[src/design/lom_pkg.sv]
`timescale 1ns / 1ps
// ----------------------------------------------------------------------------
// lom_pkg: shared types and constants for the limit order matcher
// Book entry layout, action codes, datapath commands and default sizes.
// ----------------------------------------------------------------------------
package lom_pkg;

   localparam int BookDepthDefault    = 256;
   localparam int NumStocksDefault    = 5;
   localparam int PriceCeilingDefault = 1000000;

   localparam int IdW    = 20;
   localparam int StockW = 3;
   localparam int QtyW   = 20;
   localparam int PriceW = 20;

   localparam logic [1:0] ACT_BUY    = 2'd0;
   localparam logic [1:0] ACT_SELL   = 2'd1;
   localparam logic [1:0] ACT_CANCEL = 2'd2;
   localparam logic [1:0] ACT_QUERY  = 2'd3;

   // datapath commands issued by the controller
   localparam logic [2:0] C_NONE  = 3'd0;
   localparam logic [2:0] C_CLR   = 3'd1;  // clear best and free flags before a scan
   localparam logic [2:0] C_EVAL  = 3'd2;  // evaluate read data of the scan address
   localparam logic [2:0] C_FILL  = 3'd3;  // trade against best
   localparam logic [2:0] C_REST  = 3'd4;  // write remainder into free slot
   localparam logic [2:0] C_KILL  = 3'd5;  // cancel hit: invalidate
   localparam logic [2:0] C_QUERY = 3'd6;
   localparam logic [2:0] C_FULL  = 3'd7;

   // one resting order, packed for the book memories
   typedef struct packed {
      logic [IdW-1:0]    order_id;
      logic [StockW-1:0] stock;
      logic [QtyW-1:0]   quantity;
      logic [PriceW-1:0] price;
   } entry_type;

   localparam int EntryW = $bits(entry_type);

   typedef struct packed {
      logic [1:0]        action;
      logic [IdW-1:0]    order_id;
      logic [StockW-1:0] stock;
      logic [QtyW-1:0]   quantity;
      logic [PriceW-1:0] price;
   } req_type;

   typedef struct packed {
      logic [QtyW-1:0] value;
      logic            found;
      logic            book_full;
   } rsp_type;

endpackage

[src/design/lom_if.sv]
`timescale 1ns / 1ps
// ----------------------------------------------------------------------------
// lom_req_if / lom_rsp_if: valid/ready channels
// Carry one request word or one result word per handshake.
// ----------------------------------------------------------------------------
interface lom_req_if;
   logic             valid;
   logic             ready;
   lom_pkg::req_type payload;
   modport source (output valid, output payload, input ready);
   modport sink   (input valid, input payload, output ready);
endinterface

interface lom_rsp_if;
   logic             valid;
   logic             ready;
   lom_pkg::rsp_type payload;
   modport source (output valid, output payload, input ready);
   modport sink   (input valid, input payload, output ready);
endinterface

[src/design/lom_ctrl.sv]
`timescale 1ns / 1ps
// ----------------------------------------------------------------------------
// lom_ctrl: sequencer for the limit order matcher
// Drives book scans, fills, resting, cancels and the result handshake.
// ----------------------------------------------------------------------------
module lom_ctrl #(
   parameter int BookDepth = lom_pkg::BookDepthDefault,
   localparam int AW = $clog2(BookDepth)
) (
   input  logic          clock,
   input  logic          reset,
   lom_req_if.sink       req,
   lom_rsp_if.source     rsp,
   output logic [2:0]    cmd,
   output logic          load,
   output logic [AW-1:0] scan_addr,
   output logic          scan_book,
   input  logic          rem_zero,
   input  logic          have_best,
   input  logic          have_free,
   input  logic          found_hit,
   input  lom_pkg::rsp_type result
);
   localparam logic [2:0] S_IDLE  = 3'd0;
   localparam logic [2:0] S_MATCH = 3'd1;  // scan opposite book
   localparam logic [2:0] S_DEC   = 3'd2;  // fill, finish or go rest
   localparam logic [2:0] S_FREE  = 3'd3;  // scan own book for free slot
   localparam logic [2:0] S_PLACE = 3'd4;
   localparam logic [2:0] S_CAN   = 3'd5;  // scan buy book, then sell book if id not found
   localparam logic [2:0] S_OUT   = 3'd6;

   logic [2:0]    state_ff, state_in;
   logic [AW:0]   cnt_ff, cnt_in;     // issue count, runs to BookDepth to cover the registered read
   logic          book_ff, book_in;
   logic [1:0]    act_ff;
   logic          rsp_valid_ff;
   lom_pkg::rsp_type rsp_ff;
   logic          last_eval;
   logic          pend;

   // a pending result is flagged through bit 0 of the count while idle
   assign pend = (state_ff == S_IDLE) && cnt_ff[0];
   assign req.ready = (state_ff == S_IDLE) && !rsp_valid_ff && !cnt_ff[0];
   assign load = req.valid && req.ready;
   assign scan_addr = cnt_ff[AW-1:0];
   assign scan_book = book_ff;
   assign last_eval = (cnt_ff == (AW+1)'(BookDepth));

   always_comb begin
      state_in = state_ff;
      cnt_in = cnt_ff;
      book_in = book_ff;
      cmd = lom_pkg::C_NONE;
      unique case (state_ff) inside
         S_IDLE: begin
            cnt_in = '0;
            if (load) begin
               unique case (req.payload.action) inside
                  lom_pkg::ACT_BUY, lom_pkg::ACT_SELL: begin
                     book_in = (req.payload.action == lom_pkg::ACT_BUY);
                     state_in = (req.payload.quantity == '0) ? S_OUT : S_MATCH;
                     cmd = lom_pkg::C_CLR;
                  end
                  lom_pkg::ACT_CANCEL: begin
                     book_in = 1'b0;
                     state_in = S_CAN;
                  end
                  default: state_in = S_OUT;
               endcase
            end
         end
         S_MATCH, S_FREE, S_CAN: begin
            if (cnt_ff != '0) cmd = lom_pkg::C_EVAL;
            cnt_in = cnt_ff + 1'b1;
            if (last_eval) begin
               cnt_in = '0;
               unique case (state_ff)
                  S_MATCH: state_in = S_DEC;
                  S_FREE:  state_in = S_PLACE;
                  default: begin
                     if (!book_ff && !found_hit) book_in = 1'b1;
                     else state_in = S_OUT;
                  end
               endcase
            end
         end
         S_DEC: begin
            if (have_best && !rem_zero) begin
               cmd = lom_pkg::C_FILL;
               state_in = S_MATCH;
            end else if (rem_zero) begin
               state_in = S_OUT;
            end else begin
               cmd = lom_pkg::C_CLR;
               book_in = !book_ff;
               state_in = S_FREE;
            end
         end
         S_PLACE: begin
            cmd = have_free ? lom_pkg::C_REST : lom_pkg::C_FULL;
            state_in = S_OUT;
         end
         S_OUT: begin
            if (act_ff == lom_pkg::ACT_CANCEL && found_hit) cmd = lom_pkg::C_KILL;
            if (act_ff == lom_pkg::ACT_QUERY) cmd = lom_pkg::C_QUERY;
            cnt_in = (AW+1)'(1);
            state_in = S_IDLE;
         end
         default: state_in = S_IDLE;
      endcase
   end

   always_ff @(posedge clock) begin
      if (reset) begin
         state_ff <= S_IDLE;
         rsp_valid_ff <= 1'b0;
      end else begin
         state_ff <= state_in;
         // result and valid are registered while the pending flag is set in idle
         if (pend) rsp_valid_ff <= 1'b1;
         else if (rsp.ready) rsp_valid_ff <= 1'b0;
      end
      cnt_ff <= cnt_in;
      book_ff <= book_in;
      if (load) act_ff <= req.payload.action;
      if (pend) rsp_ff <= result;
   end

   assign rsp.valid = rsp_valid_ff;
   assign rsp.payload = rsp_ff;
endmodule

[src/flat_wrapper.sv]
// flat-port wrapper written by rule: the top's interface ports become plain ports
module lom_ctrl_flat 
#(
   parameter int BookDepth = lom_pkg::BookDepthDefault,
   localparam int AW = $clog2(BookDepth)
)
  (clock, reset, cmd, load, scan_addr, scan_book, rem_zero, have_best, have_free, found_hit, result, req_valid, req_payload, req_ready, rsp_valid, rsp_payload, rsp_ready);
  lom_req_if req_i ();
  lom_rsp_if rsp_i ();
  input  logic clock;
  input  logic reset;
  output logic [2:0] cmd;
  output logic load;
  output logic [AW-1:0] scan_addr;
  output logic scan_book;
  input  logic rem_zero;
  input  logic have_best;
  input  logic have_free;
  input  logic found_hit;
  input  lom_pkg::rsp_type result;
  input wire logic [$bits(req_i.valid)-1:0] req_valid;
  input wire logic [$bits(req_i.payload)-1:0] req_payload;
  output wire logic [$bits(req_i.ready)-1:0] req_ready;
  output wire logic [$bits(rsp_i.valid)-1:0] rsp_valid;
  output wire logic [$bits(rsp_i.payload)-1:0] rsp_payload;
  input wire logic [$bits(rsp_i.ready)-1:0] rsp_ready;
  assign req_i.valid = req_valid;
  assign req_i.payload = req_payload;
  assign req_ready = req_i.ready;
  assign rsp_valid = rsp_i.valid;
  assign rsp_payload = rsp_i.payload;
  assign rsp_i.ready = rsp_ready;
  lom_ctrl #(.BookDepth(BookDepth)) u_core (.clock(clock), .reset(reset), .req(req_i), .rsp(rsp_i), .cmd(cmd), .load(load), .scan_addr(scan_addr), .scan_book(scan_book), .rem_zero(rem_zero), .have_best(have_best), .have_free(have_free), .found_hit(found_hit), .result(result));
endmodule
[config.mk]
export PLATFORM = sky130hd
export DESIGN_NAME = lom_ctrl_flat
export DESIGN_NICKNAME = d
export VERILOG_FILES = /design/src/design/lom_pkg.sv /design/src/design/lom_if.sv /design/src/design/lom_ctrl.sv /design/src/flat_wrapper.sv
export SDC_FILE = /design/constraint.sdc
export NUM_CORES = 1
export LEC_CHECK = 0
export BUFFER_PORTS_ARGS = -buffer_cell sky130_fd_sc_hd__buf_2
export CELL_PAD_IN_SITES_DETAIL_PLACEMENT = 1
export CELL_PAD_IN_SITES_GLOBAL_PLACEMENT = 2
export CORE_MARGIN = 5
export CORE_UTILIZATION = 20
export DETAILED_ROUTE_END_ITERATION = 12
export PLACE_DENSITY_LB_ADDON = 0.15
export SLEW_MARGIN = 20
export SYNTH_ARGS = -nofsm -noshare
export SYNTH_HDL_FRONTEND = slang
export SYNTH_SLANG_ARGS = --single-unit
[constraint.sdc]
create_clock -name clock -period 2.5 [get_ports clock]
set_clock_uncertainty 0.2 [all_clocks]
set_input_delay 0.5 -clock clock [delete_from_list [all_inputs] [get_ports clock]]
set_output_delay 0.5 -clock clock [all_outputs]
set_load 0.01 [all_outputs]
# After elaboration in Yosys (flattened, before gate mapping)
# Cells that the tools add are included.
# totals
regBits	38
wordCells	82
output_inout_bits	37
# op_classes
add_sub_neg	1
muxes	30
reduce_logical	24
eq_ne	19
# ops
op	n
$mux 3	9
$pmux 9 s3	1
$logic_not 20->1	1
$pmux 3 s5	1
$pmux 3 s2	2
$pmux 3 s4	1
$mux 1	11
$add 9x1->9 const B	1
$eq 3x3->1 const B	3
$eq 9x9->1 const B	1
$mux 9	1
$reduce_bool 9->1	1
$ne 2x2->1 const B	4
$reduce_and 8->1	1
$logic_and 1x1->1	7
$eq 2x2->1 const B	3
$eq 3x2->1 const B	2
$reduce_bool 3->1	2
$logic_not 1->1	5
$mux 2	2
$ne 2x1->1 const B	2
$ne 4x2->1 const B	1
$reduce_or 2->1	2
$eq 3x1->1 const B	1
other kinds (9)	9

# Longest topological paths before layout
# Gate-level depths: netlist (run 1).
# depth
depth_word	6
mapped_depth	7
ltp_nobuf	6

# Worst setup path after synthesis (run 1)
# Ideal clock, no wire load.
# synth_timing
path_kind	register to register
from	register u_core.state_ff[1]
to	register u_core.rsp_ff (netlist bit u_core.rsp.payload[0]) (enable)
arrival_time_ns	1.771
setup_slack_ns	0.127
setup_time_ns	0.402
t_required_ns	1.898
period_less_slack_ns	2.373
stages_incl_launch_ff	4
cell_sequence	dfxtp_1 > buf_2 > or3_1 > nor2_1
# synth_between
elab_chain_cells	2
# synth_rtl
item	line_no	rtl
start: declaration	lom_ctrl.sv:32	logic [2:0] state_ff, state_in;
start signal: assignment	lom_ctrl.sv:118	state_ff <= state_in;
$logic_not 3->1	lom_ctrl.sv:42	assign pend = (state_ff == S_IDLE) && cnt_ff[0];
$logic_and 1x1->1	lom_ctrl.sv:42	
named net u_core.pend	lom_ctrl.sv:39	logic pend;
end signal: assignment	lom_ctrl.sv:126	if (pend) rsp_ff <= result;
end: declaration	lom_ctrl.sv:37	lom_pkg::rsp_type rsp_ff;
# The timed path passes the listed nets, and every way through them passes these cells.
# A chain may end at the register's enable or synchronous reset.

# Final worst setup path (run 1)
# layout_timing
from	register u_core.cnt_ff[0]
to	output port cmd[1]
# layout_between
elab_chain_cells	3
# layout_rtl
item	line_no	rtl
start: declaration	lom_ctrl.sv:33	logic [AW:0] cnt_ff, cnt_in;
start signal: assignment	lom_ctrl.sv:123	cnt_ff <= cnt_in;
$reduce_bool 9->1	lom_ctrl.sv:73	if (cnt_ff != '0) cmd = lom_pkg::C_EVAL;
$mux 2	lom_ctrl.sv:73	
$pmux 3 s5	lom_ctrl.sv:54	unique case (state_ff) inside
end: declaration	flat_wrapper.sv:12	output logic [2:0] cmd;
# No other way between the ends.

==> impl_metrics.py, run 1 <==
metrics = {
    "status": {
        "run_status": "finished, violations left",
        "violations": "setup timing",
    },
    "worst_setup_path": {
        "crit_start": "u_core.cnt_ff[0]",
        "critPathKind": "register to primary output",
        "startpoint_type": "register",
        "ff2ff_path_depth": 7,
        "critPathRequiredTime_ns": 1.80,
        "cp.arrival_ns": 1.80,
        "cp_max_fo": 2,
        "end_kind": "primary output",
        "rrSetupSlack_ns": 0.30,
        "r2r_start": "u_core.cnt_ff[0]",
        "worstReg2RegEnd": "u_core.scan_book",
    },
    "global_routing": {
        "grt-ovfl-total": 0,
        "grt_usage_pct": 9.52,
        "grt_max_degree": 24,
        "grt_pass1_vias": 1645,
        "antenna_found_initial": 0,
        "grt_pass1_wl_um": 8440,
    },
    "synthesis": {
        "synth_edf_count": 34,
        "yosysWarnings": 0,
        "async_flop_share_pct": 0,
        "synthTopCellsByArea": "edfxtp_1 56%, dfxtp_1 4.4%, nor2_1 3.5%, buf_4 3.3%, xor2_1 2.9%",
        "synth-main-ff-cell": "edfxtp_1",
        "syn_inst": 153,
        "netlist.area_leader.share_pct": 56.5,
        "synth-simple-area-share_pct": 17.4,
        "synth_most_common_cell": "edfxtp_1",
        "synthMuxAreaShare_pct": 0,
        "synth_fa_ha_area_share_pct": 1.38,
        "synth_compound_area_share_pct": 10.4,
        "avgSynthCellArea_um2": 11.8,
        "synth_common_cells": "34 x edfxtp_1, 17 x nor2_1, 11 x nand2_1",
        "synth_area_leader_cell": "edfxtp_1",
        "ys_seq_elements": 38,
        "syn_area_um2": 1810,
        "synth_xor_area_share_pct": 3.39,
        "synth.net_count": 250,
        "synth_top_family_by_area": "simple AND/OR/NAND/NOR gates",
        "synth_cell_types": 43,
        "yosysSeqAreaShare_pct": 60.9,
    },
    "place": {
        "port_buffers": 88,
        "hpwl_um": 4220,
        "place_congestion": 0.708,
        "place_area_um2": 2380,
    },
    "floorplanning": {
        "core_um2": 8760,
        "die_area_um2": 11000,
        "die_h_um": 105,
        "rows": 34,
        "die_w_um": 105,
        "start_util_pct": 20.6,
        "ioPinCount": 132,
    },
    "cells_and_area": {
        "nFillCells": 1029,
        "syn_to_final_growth_pct": 38.7,
        "n_antenna_cell": 0,
        "final_layout_size_suffix_gt1_share_pct": 50.2,
        "nNetsFinal": 346,
        "fin_area_um2": 2510,
    },
    "job": {
        "cap_violations": 0,
    },
    "route": {
        "drtAntennaViolNets": 0,
        "drt-total-wl_um": 5320,
        "wl_per_cell_um": 14.9,
        "drc": 0,
        "first_pass_iters": 4,
        "dr_total_vias": 1571,
        "drt_iter0_markers": 41,
        "vias_per_cell": 4.40,
    },
    "sta": {
        "worst_slack_ns": -0.00205,
        "setup_tns_ns": -0.00205,
        "rsz0062_at_grt": "true",
        "period_minus_slack_ns": 2.50,
        "hold_ws_ns": 0.190,
        "max_freq_ghz": 0.400,
        "slew_violations": 0,
        "worst_pin_slew_ns": 0.529,
        "setup_viol": 1,
        "relSlewSlack_pct": 64.3,
        "finalCritPeriodShare_pct": 100,
        "hold_violations": 0,
    },
    "power_and_ir_drop": {
        "power_density_nw_per_um2": 1100,
        "ir_drop_mv": 0.269,
        "finalPower_mw": 2.76,
        "leakagePower_nw": 1.07,
    },
    "cts": {
        "cts_tree": "done",
        "root_buffer": "clkbuf_8",
        "clk_latency_ns": 0.28,
        "cts_hold_buf": 0,
        "cts.reportedPaths.clkPinSlew_ns": 0.07,
        "cts.sinks": 38,
        "h-tree-depth": 2,
        "cts_buffer_depth": 2,
        "cts_buffers": 5,
    },
    "worst_hold_path": {
        "min_path_cells": 1,
        "min_delay_worst_endpoint": "u_core.rsp.payload[21]",
        "hold_start": "result[21]",
        "worstHoldPathType": "input pin to register",
    },
}
## how the worst max path moves through the flow
stage,to,depth (start not counted)
after floorplan,u_core.rsp.payload[0],3
after global placement,cmd[1],6
after detailed placement,cmd[1],6
after CTS,cmd[1],6
after global routing,cmd[1],6
final,cmd[1],6
## report_power, final
part	switching (mW)	internal (mW)	leakage (nW)	total (mW)
logic	0.703	0.535	0.660	1.24
clock network	0.214	0.187	0.0438	0.401
registers	0.142	0.981	0.365	1.12
total	1.06	1.70	1.07	2.76
## worst max-delay path, stage by stage, from the launching register on
cell and delay, ns:
edfxtp_1 0.40, inv_2 0.09, ha_4 0.12, or4b_4 0.47, o21ai_2 0.14, o211ai_1 0.12
buf_2 0.17
## cells by family after synthesis
logic type,Yosys count
flip-flops,38
AO/OA/AOI/OAI,26
XOR/XNOR,7
adder cells (fa/ha/maj),2
AND/OR/NAND/NOR,59
buffers and inverters,21
## flip-flops by register name (all words and copies together) (netlist names)
| signal | flops |
|---|---|
| u_core.rsp.payload | 22 |
| u_core.cnt_ff | 9 |
| u_core.state_ff | 3 |
| u_core.act_ff | 2 |
| u_core.rsp.valid | 1 |
| u_core.scan_book | 1 |
## per-layer routing
layer / vias up / wire length (µm) / global-route usage (%)
met1: 733 / 2350 / 12.0
met3: 6 / 511 / 3.64
met5: - / 0 / 0
met2: 80 / 2390 / 15.2
li1: 752 / - / -
met4: 0 / 62 / 2.74
## layout make-up
class	count	area, µm²	area share [%]
Clock buffer	5	68.8	2.74
Sequential cell	38	1100	44.0
Inverter	8	30.0	1.20
Multi-Input combinational cell	94	614	24.5
Tap cell	108	135	5.39
Timing Repair Buffer	102	546	21.8
Clock inverter	2	10.0	0.399
## per-stage QoR
step | setup WS, ns | util (%) | instances
floorplan | 0.127 | - | 153
global placement | 0.0992 | 27.2 | 347
detailed placement | 0.106 | 27.2 | 347
CTS | -0.0278 | 28.5 | 357
global route | -0.0868 | 28.6 | 357
finish | -0.00205 | 28.6 | 357
## layout by cell type (no fill, tap or decap), drive strengths merged, types with 2 or more instances in the layout
master	instances
clkbuf	5
buf	102
clkinv	2
ha	2
nand2	11
nand3	5
nor2	17
edfxtp	34
o21ai	7
or4b	2
nand4	2
dfxtp	4
nor4	5
o211ai	2
xor2	6
a21oi	5
inv	8
and3	3
nor2b	3
nor3	4
## repair_timing
action,in CTS,in global routing
endpoints found under the setup margin,1,2
endpoints found under the hold margin,0,0
setup buffers,3,0
resized for setup,7,4
pin swaps,3,0
Power figures use the tool's default switching activity.
==> run 2, diff against run 1 <==
Settings changed: SETUP_SLACK_MARGIN set to 0.15.
==> run 2 against run 1 <==
The run now ends clean. Largest power group unchanged. Die area did not move. Non-clock buffer count rose by 1. Cell count up 0.56%. Sequential share of layout area decreased by 1.1 points. Utilization is 0.67 points higher. First-iteration DRC count is 17% lower. Power grew 7.0%. Cell area increased by 2.3%. Register-to-register slack gained 0.02 ns. Critical path type unchanged.
==> impl_metrics.py, run 2 (same netlist as run 1, synthesis figures left out) <==
metrics = {
    "sta": {
        "relSlewSlack_pct": 61.4,
        "worst_slack_ns": 0.00437,
        "max_freq_ghz": 0.401,
        "setup_viol": 0,
        "slew_violations": 0,
        "finalCritPeriodShare_pct": 99.8,
        "worst_pin_slew_ns": 0.571,
        "period_minus_slack_ns": 2.50,
        "setup_tns_ns": 0,
        "hold_violations": 0,
        "hold_ws_ns": 0.190,
        "rsz0062_at_grt": "true",
    },
    "power_and_ir_drop": {
        "finalPower_mw": 2.95,
        "ir_drop_mv": 0.324,
        "leakagePower_nw": 1.10,
        "power_density_nw_per_um2": 1150,
    },
    "cells_and_area": {
        "largest_reg_flops": 22,
        "syn_to_final_growth_pct": 41.9,
        "final_layout_size_suffix_gt1_share_pct": 49.4,
        "n_antenna_cell": 0,
        "fin_area_um2": 2570,
        "final_cells": 359,
        "final_common_cell": "buf_2",
        "layout.cells.most_common_list": "88 x buf_2, 34 x edfxtp_1, 15 x nor2_1, 15 x buf_4, 11 x nand2_1",
        "nNetsFinal": 347,
        "finish.utilization_pct": 29.3,
    },
    "route": {
        "drt_iter0_markers": 34,
        "drc": 0,
        "drtAntennaViolNets": 0,
        "routed.top_layer": "met4",
        "vias_per_cell": 4.24,
        "dr_total_vias": 1521,
        "drt-total-wl_um": 5140,
        "first_pass_iters": 4,
        "dr_wl_met2_um": 2350,
        "m1WireLength_um": 2330,
        "dr_wl_met3_um": 411,
        "wl_per_cell_um": 14.3,
    },
    "floorplanning": {
        "ioPinCount": 132,
        "rows": 34,
        "start_util_pct": 20.6,
        "core_um2": 8760,
        "die_w_um": 105,
        "die_h_um": 105,
        "die_area_um2": 11000,
    },
    "cts": {
        "cts_tree": "done",
        "cts_buffer_depth": 2,
        "cts_buffers": 5,
        "cts.sinks": 38,
        "h-tree-depth": 2,
        "clk_latency_ns": 0.28,
        "cts.reportedPaths.clkPinSlew_ns": 0.07,
        "root_buffer": "clkbuf_8",
        "cts_hold_buf": 0,
    },
    "place": {
        "place_area_um2": 2390,
        "port_buffers": 88,
        "place_ws_ns": 0.0818,
        "place_congestion": 0.720,
        "placedCellCount": 348,
        "hpwl_um": 4110,
    },
    "worst_setup_path": {
        "path_buf_inv": 2,
        "cp_max_fo": 2,
        "crit_family": "simple AND/OR/NAND/NOR gates",
        "startpoint_type": "register",
        "cp.arrival_ns": 1.80,
        "critPathRequiredTime_ns": 1.80,
        "critPathKind": "register to primary output",
        "cpMaxStageDelayCell": "or4b_4",
        "end_kind": "primary output",
        "cp_cell_sequence": "inv_2 > ha_4 > or4b_4 > o21ai_2 > o211ai_1 > buf_2",
        "cpPeakStageDelay_ns": 0.48,
    },
    "job": {
        "cap_violations": 0,
    },
    "worst_hold_path": {
        "worstHoldPathType": "input pin to register",
    },
    "global_routing": {
        "grt-ovfl-total": 0,
        "grt_pass1_wl_um": 8090,
        "antenna_found_initial": 0,
        "grt_pass1_vias": 1566,
        "grt_max_degree": 24,
        "grt_usage_pct": 9.03,
    },
    "status": {
        "run_status": "complete, no violations",
    },
}
-- run 2: changes by cell type in the layout (fill, tap and decap cells not counted), sizes merged --
cell | previous run | this run
bufinv | 0 | 2
buf | 102 | 103
clkinv | 2 | 1
-- run 2: layer usage --
metal / global-route usage [%] / up-vias
li1: - / 754
met1: 11.5 / 697
met2: 14.3 / 68
met3: 2.90 / 2
met4: 3.29 / 0
met5: 0 / -
-- run 2: path summary, 6_finish.rpt --
| path | slack [ns] | end | startpoint | cells past startpoint |
|---|---|---|---|---|
| worst max-delay path | 0.004 | cmd[1] | u_core.cnt_ff[0] | 6 |
| worst min-delay path | 0.19 | u_core.rsp.payload[13] | result[13] | 1 |
| worst max register to register | 0.32 | u_core.cnt_ff[0] | u_core.cnt_ff[0] | 7 |
| worst min register to register | 0.34 | u_core.rsp.valid | u_core.rsp.valid | 2 |
-- run 2: layout make-up --
cell class | count | area (µm²)
Multi-Input combinational cell | 94 | 613
Sequential cell | 38 | 1100
Tap cell | 108 | 135
Timing Repair Buffer | 103 | 553
Clock inverter | 3 | 63.8
Inverter | 8 | 30.0
Fill cell | 1017 | 6200
Clock buffer | 5 | 68.8
-- run 2: report_power, final --
part	internal [mW]	switching (mW)	total, mW
combinational	0.538	0.717	1.26
clock	0.395	0.212	0.606
sequential	0.979	0.113	1.09
-- run 2: timing repair --
item                       in CTS  in global routing
hold endpoints to repair        0                  0
setup endpoints to repair       2                  2
pin swaps                       3                  0
buffers inserted                2                  1
gates resized for setup         8                  1
==> run 3, diff against run 2 <==
Settings changed: CTS_CLUSTER_SIZE set to 24, PLACE_DENSITY set to 0.74, PLACE_DENSITY_LB_ADDON 0.15 to unset, SKIP_CTS_REPAIR_TIMING set to 1.
==> run 3 against run 2 <==
Cell count up 0.56%. Routed wire length up 3.2%. Utilization up 0.26 points. The flow now finishes with violations (setup timing). Flip-flop and latch count unchanged. Sequential share of layout area down 0.37 points. First-iteration DRC count up 120%.
==> impl_metrics.py, run 3 (same netlist as run 1, synthesis figures left out) <==
metrics = {
    "route": {
        "drtAntennaViolNets": 0,
        "drt_iter0_markers": 76,
        "vias_per_cell": 4.40,
        "m1WireLength_um": 2230,
        "drt-total-wl_um": 5300,
        "drc": 0,
        "dr_wl_met2_um": 2490,
        "dr_total_vias": 1587,
        "dr_wl_met3_um": 496,
        "wl_per_cell_um": 14.7,
        "first_pass_iters": 4,
        "routed.top_layer": "met4",
    },
    "status": {
        "violations": "setup timing",
        "run_status": "finished, violations left",
    },
    "global_routing": {
        "antenna_found_initial": 0,
        "grt-ovfl-total": 0,
        "grt_pass1_wl_um": 7930,
        "grt_max_degree": 24,
        "grt_pass1_vias": 1606,
        "grt_usage_pct": 8.91,
    },
    "cells_and_area": {
        "n_antenna_cell": 0,
        "syn_to_final_growth_pct": 43.2,
        "seqCellArea_um2": 1100,
        "final_layout_size_suffix_gt1_share_pct": 51.4,
        "nFillCells": 1029,
        "multi_input_area_um2": 636,
        "finish.utilization_pct": 29.5,
        "largest_reg_flops": 22,
        "layout.cells.most_common_list": "88 x buf_2, 34 x edfxtp_1, 16 x buf_4",
        "final_common_cell": "buf_2",
        "nNetsFinal": 349,
    },
    "floorplanning": {
        "start_util_pct": 20.6,
        "die_w_um": 105,
        "die_area_um2": 11000,
        "rows": 34,
        "die_h_um": 105,
        "core_um2": 8760,
        "ioPinCount": 132,
    },
    "worst_hold_path": {
        "worstHoldPathType": "input pin to register",
    },
    "sta": {
        "hold_ws_ns": 0.179,
        "worst_slack_ns": -0.0264,
        "worst_pin_slew_ns": 0.526,
        "max_freq_ghz": 0.396,
        "slew_violations": 0,
        "hold_violations": 0,
        "relSlewSlack_pct": 64.6,
        "period_minus_slack_ns": 2.53,
        "rsz0062_at_grt": "true",
        "setup_viol": 1,
        "finalCritPeriodShare_pct": 101,
    },
    "worst_setup_path": {
        "cp_cell_sequence": "inv_2 > ha_4 > or4b_4 > o21ai_4 > o211ai_1 > buf_2",
        "crit_family": "simple AND/OR/NAND/NOR gates",
        "critPathRequiredTime_ns": 1.80,
        "cp_max_fo": 2,
        "startpoint_type": "register",
        "path_buf_inv": 2,
        "cpMaxStageDelayCell": "or4b_4",
        "critPathKind": "register to primary output",
        "end_kind": "primary output",
        "cp.arrival_ns": 1.83,
        "cpPeakStageDelay_ns": 0.49,
    },
    "place": {
        "place_congestion": 0.767,
        "hpwl_um": 4270,
        "port_buffers": 88,
    },
    "cts": {
        "cts_buffer_depth": 2,
        "cts.sinks": 38,
        "clk_latency_ns": 0.29,
        "cts.reportedPaths.clkPinSlew_ns": 0.08,
        "root_buffer": "clkbuf_8",
        "cts_tree": "done",
        "cts_buffers": 5,
        "h-tree-depth": 2,
    },
    "power_and_ir_drop": {
        "power_density_nw_per_um2": 1140,
        "leakagePower_nw": 1.10,
        "finalPower_mw": 2.95,
        "ir_drop_mv": 0.273,
    },
    "job": {
        "cap_violations": 0,
    },
}
## run 3: cell types whose count changed in the layout (fill, tap and decap cells not counted), sizes merged
| cell | change |
|---|---|
| buf | +2 |
| clkinv | -1 |
| bufinv | -1 |
| clkinvlp | +2 |
## run 3: layer usage
metal | global-route usage [%] | vias up
li1 | - | 759
met2 | 14.1 | 75
met4 | 3.56 | 0
met3 | 3.82 | 5
met1 | 10.7 | 748
met5 | 0 | -
## run 3: layout make-up
type / count / share of cell area, %
Clock buffer: 5 / 2.66
Clock inverter: 3 / 1.74
Inverter: 8 / 1.16
Multi-Input combinational cell: 94 / 24.6
Sequential cell: 38 / 42.6
Tap cell: 108 / 5.22
Timing Repair Buffer: 105 / 22.1
## run 3: path summary, 6_finish.rpt
check / endpoint / start / cells after the start / slack [ns]
worst max-delay path: cmd[1] / u_core.cnt_ff[0] / 6 / -0.03
worst min-delay path: u_core.rsp.payload[7] / result[7] / 1 / 0.18
worst max register to register: u_core.scan_book / u_core.cnt_ff[0] / 7 / 0.24
worst min register to register: u_core.rsp.valid / u_core.rsp.valid / 2 / 0.38
## run 3: per-stage QoR
step | instances | TNS [ns] | instance area [µm²] | worst slack [ns]
floorplan | 153 | 0 | 1810 | 0.325
global placement | 349 | 0 | 2400 | 0.0836
detailed placement | 349 | 0 | 2400 | 0.0695
CTS | 357 | -0.289 | 2510 | -0.289
global route | 361 | -0.100 | 2590 | -0.100
finish | 361 | -0.0264 | 2590 | -0.0264
## run 3: power breakdown
part	switching, mW	total, mW	internal [mW]
logic	0.769	1.35	0.586
clock network	0.224	0.520	0.297
registers	0.101	1.08	0.979
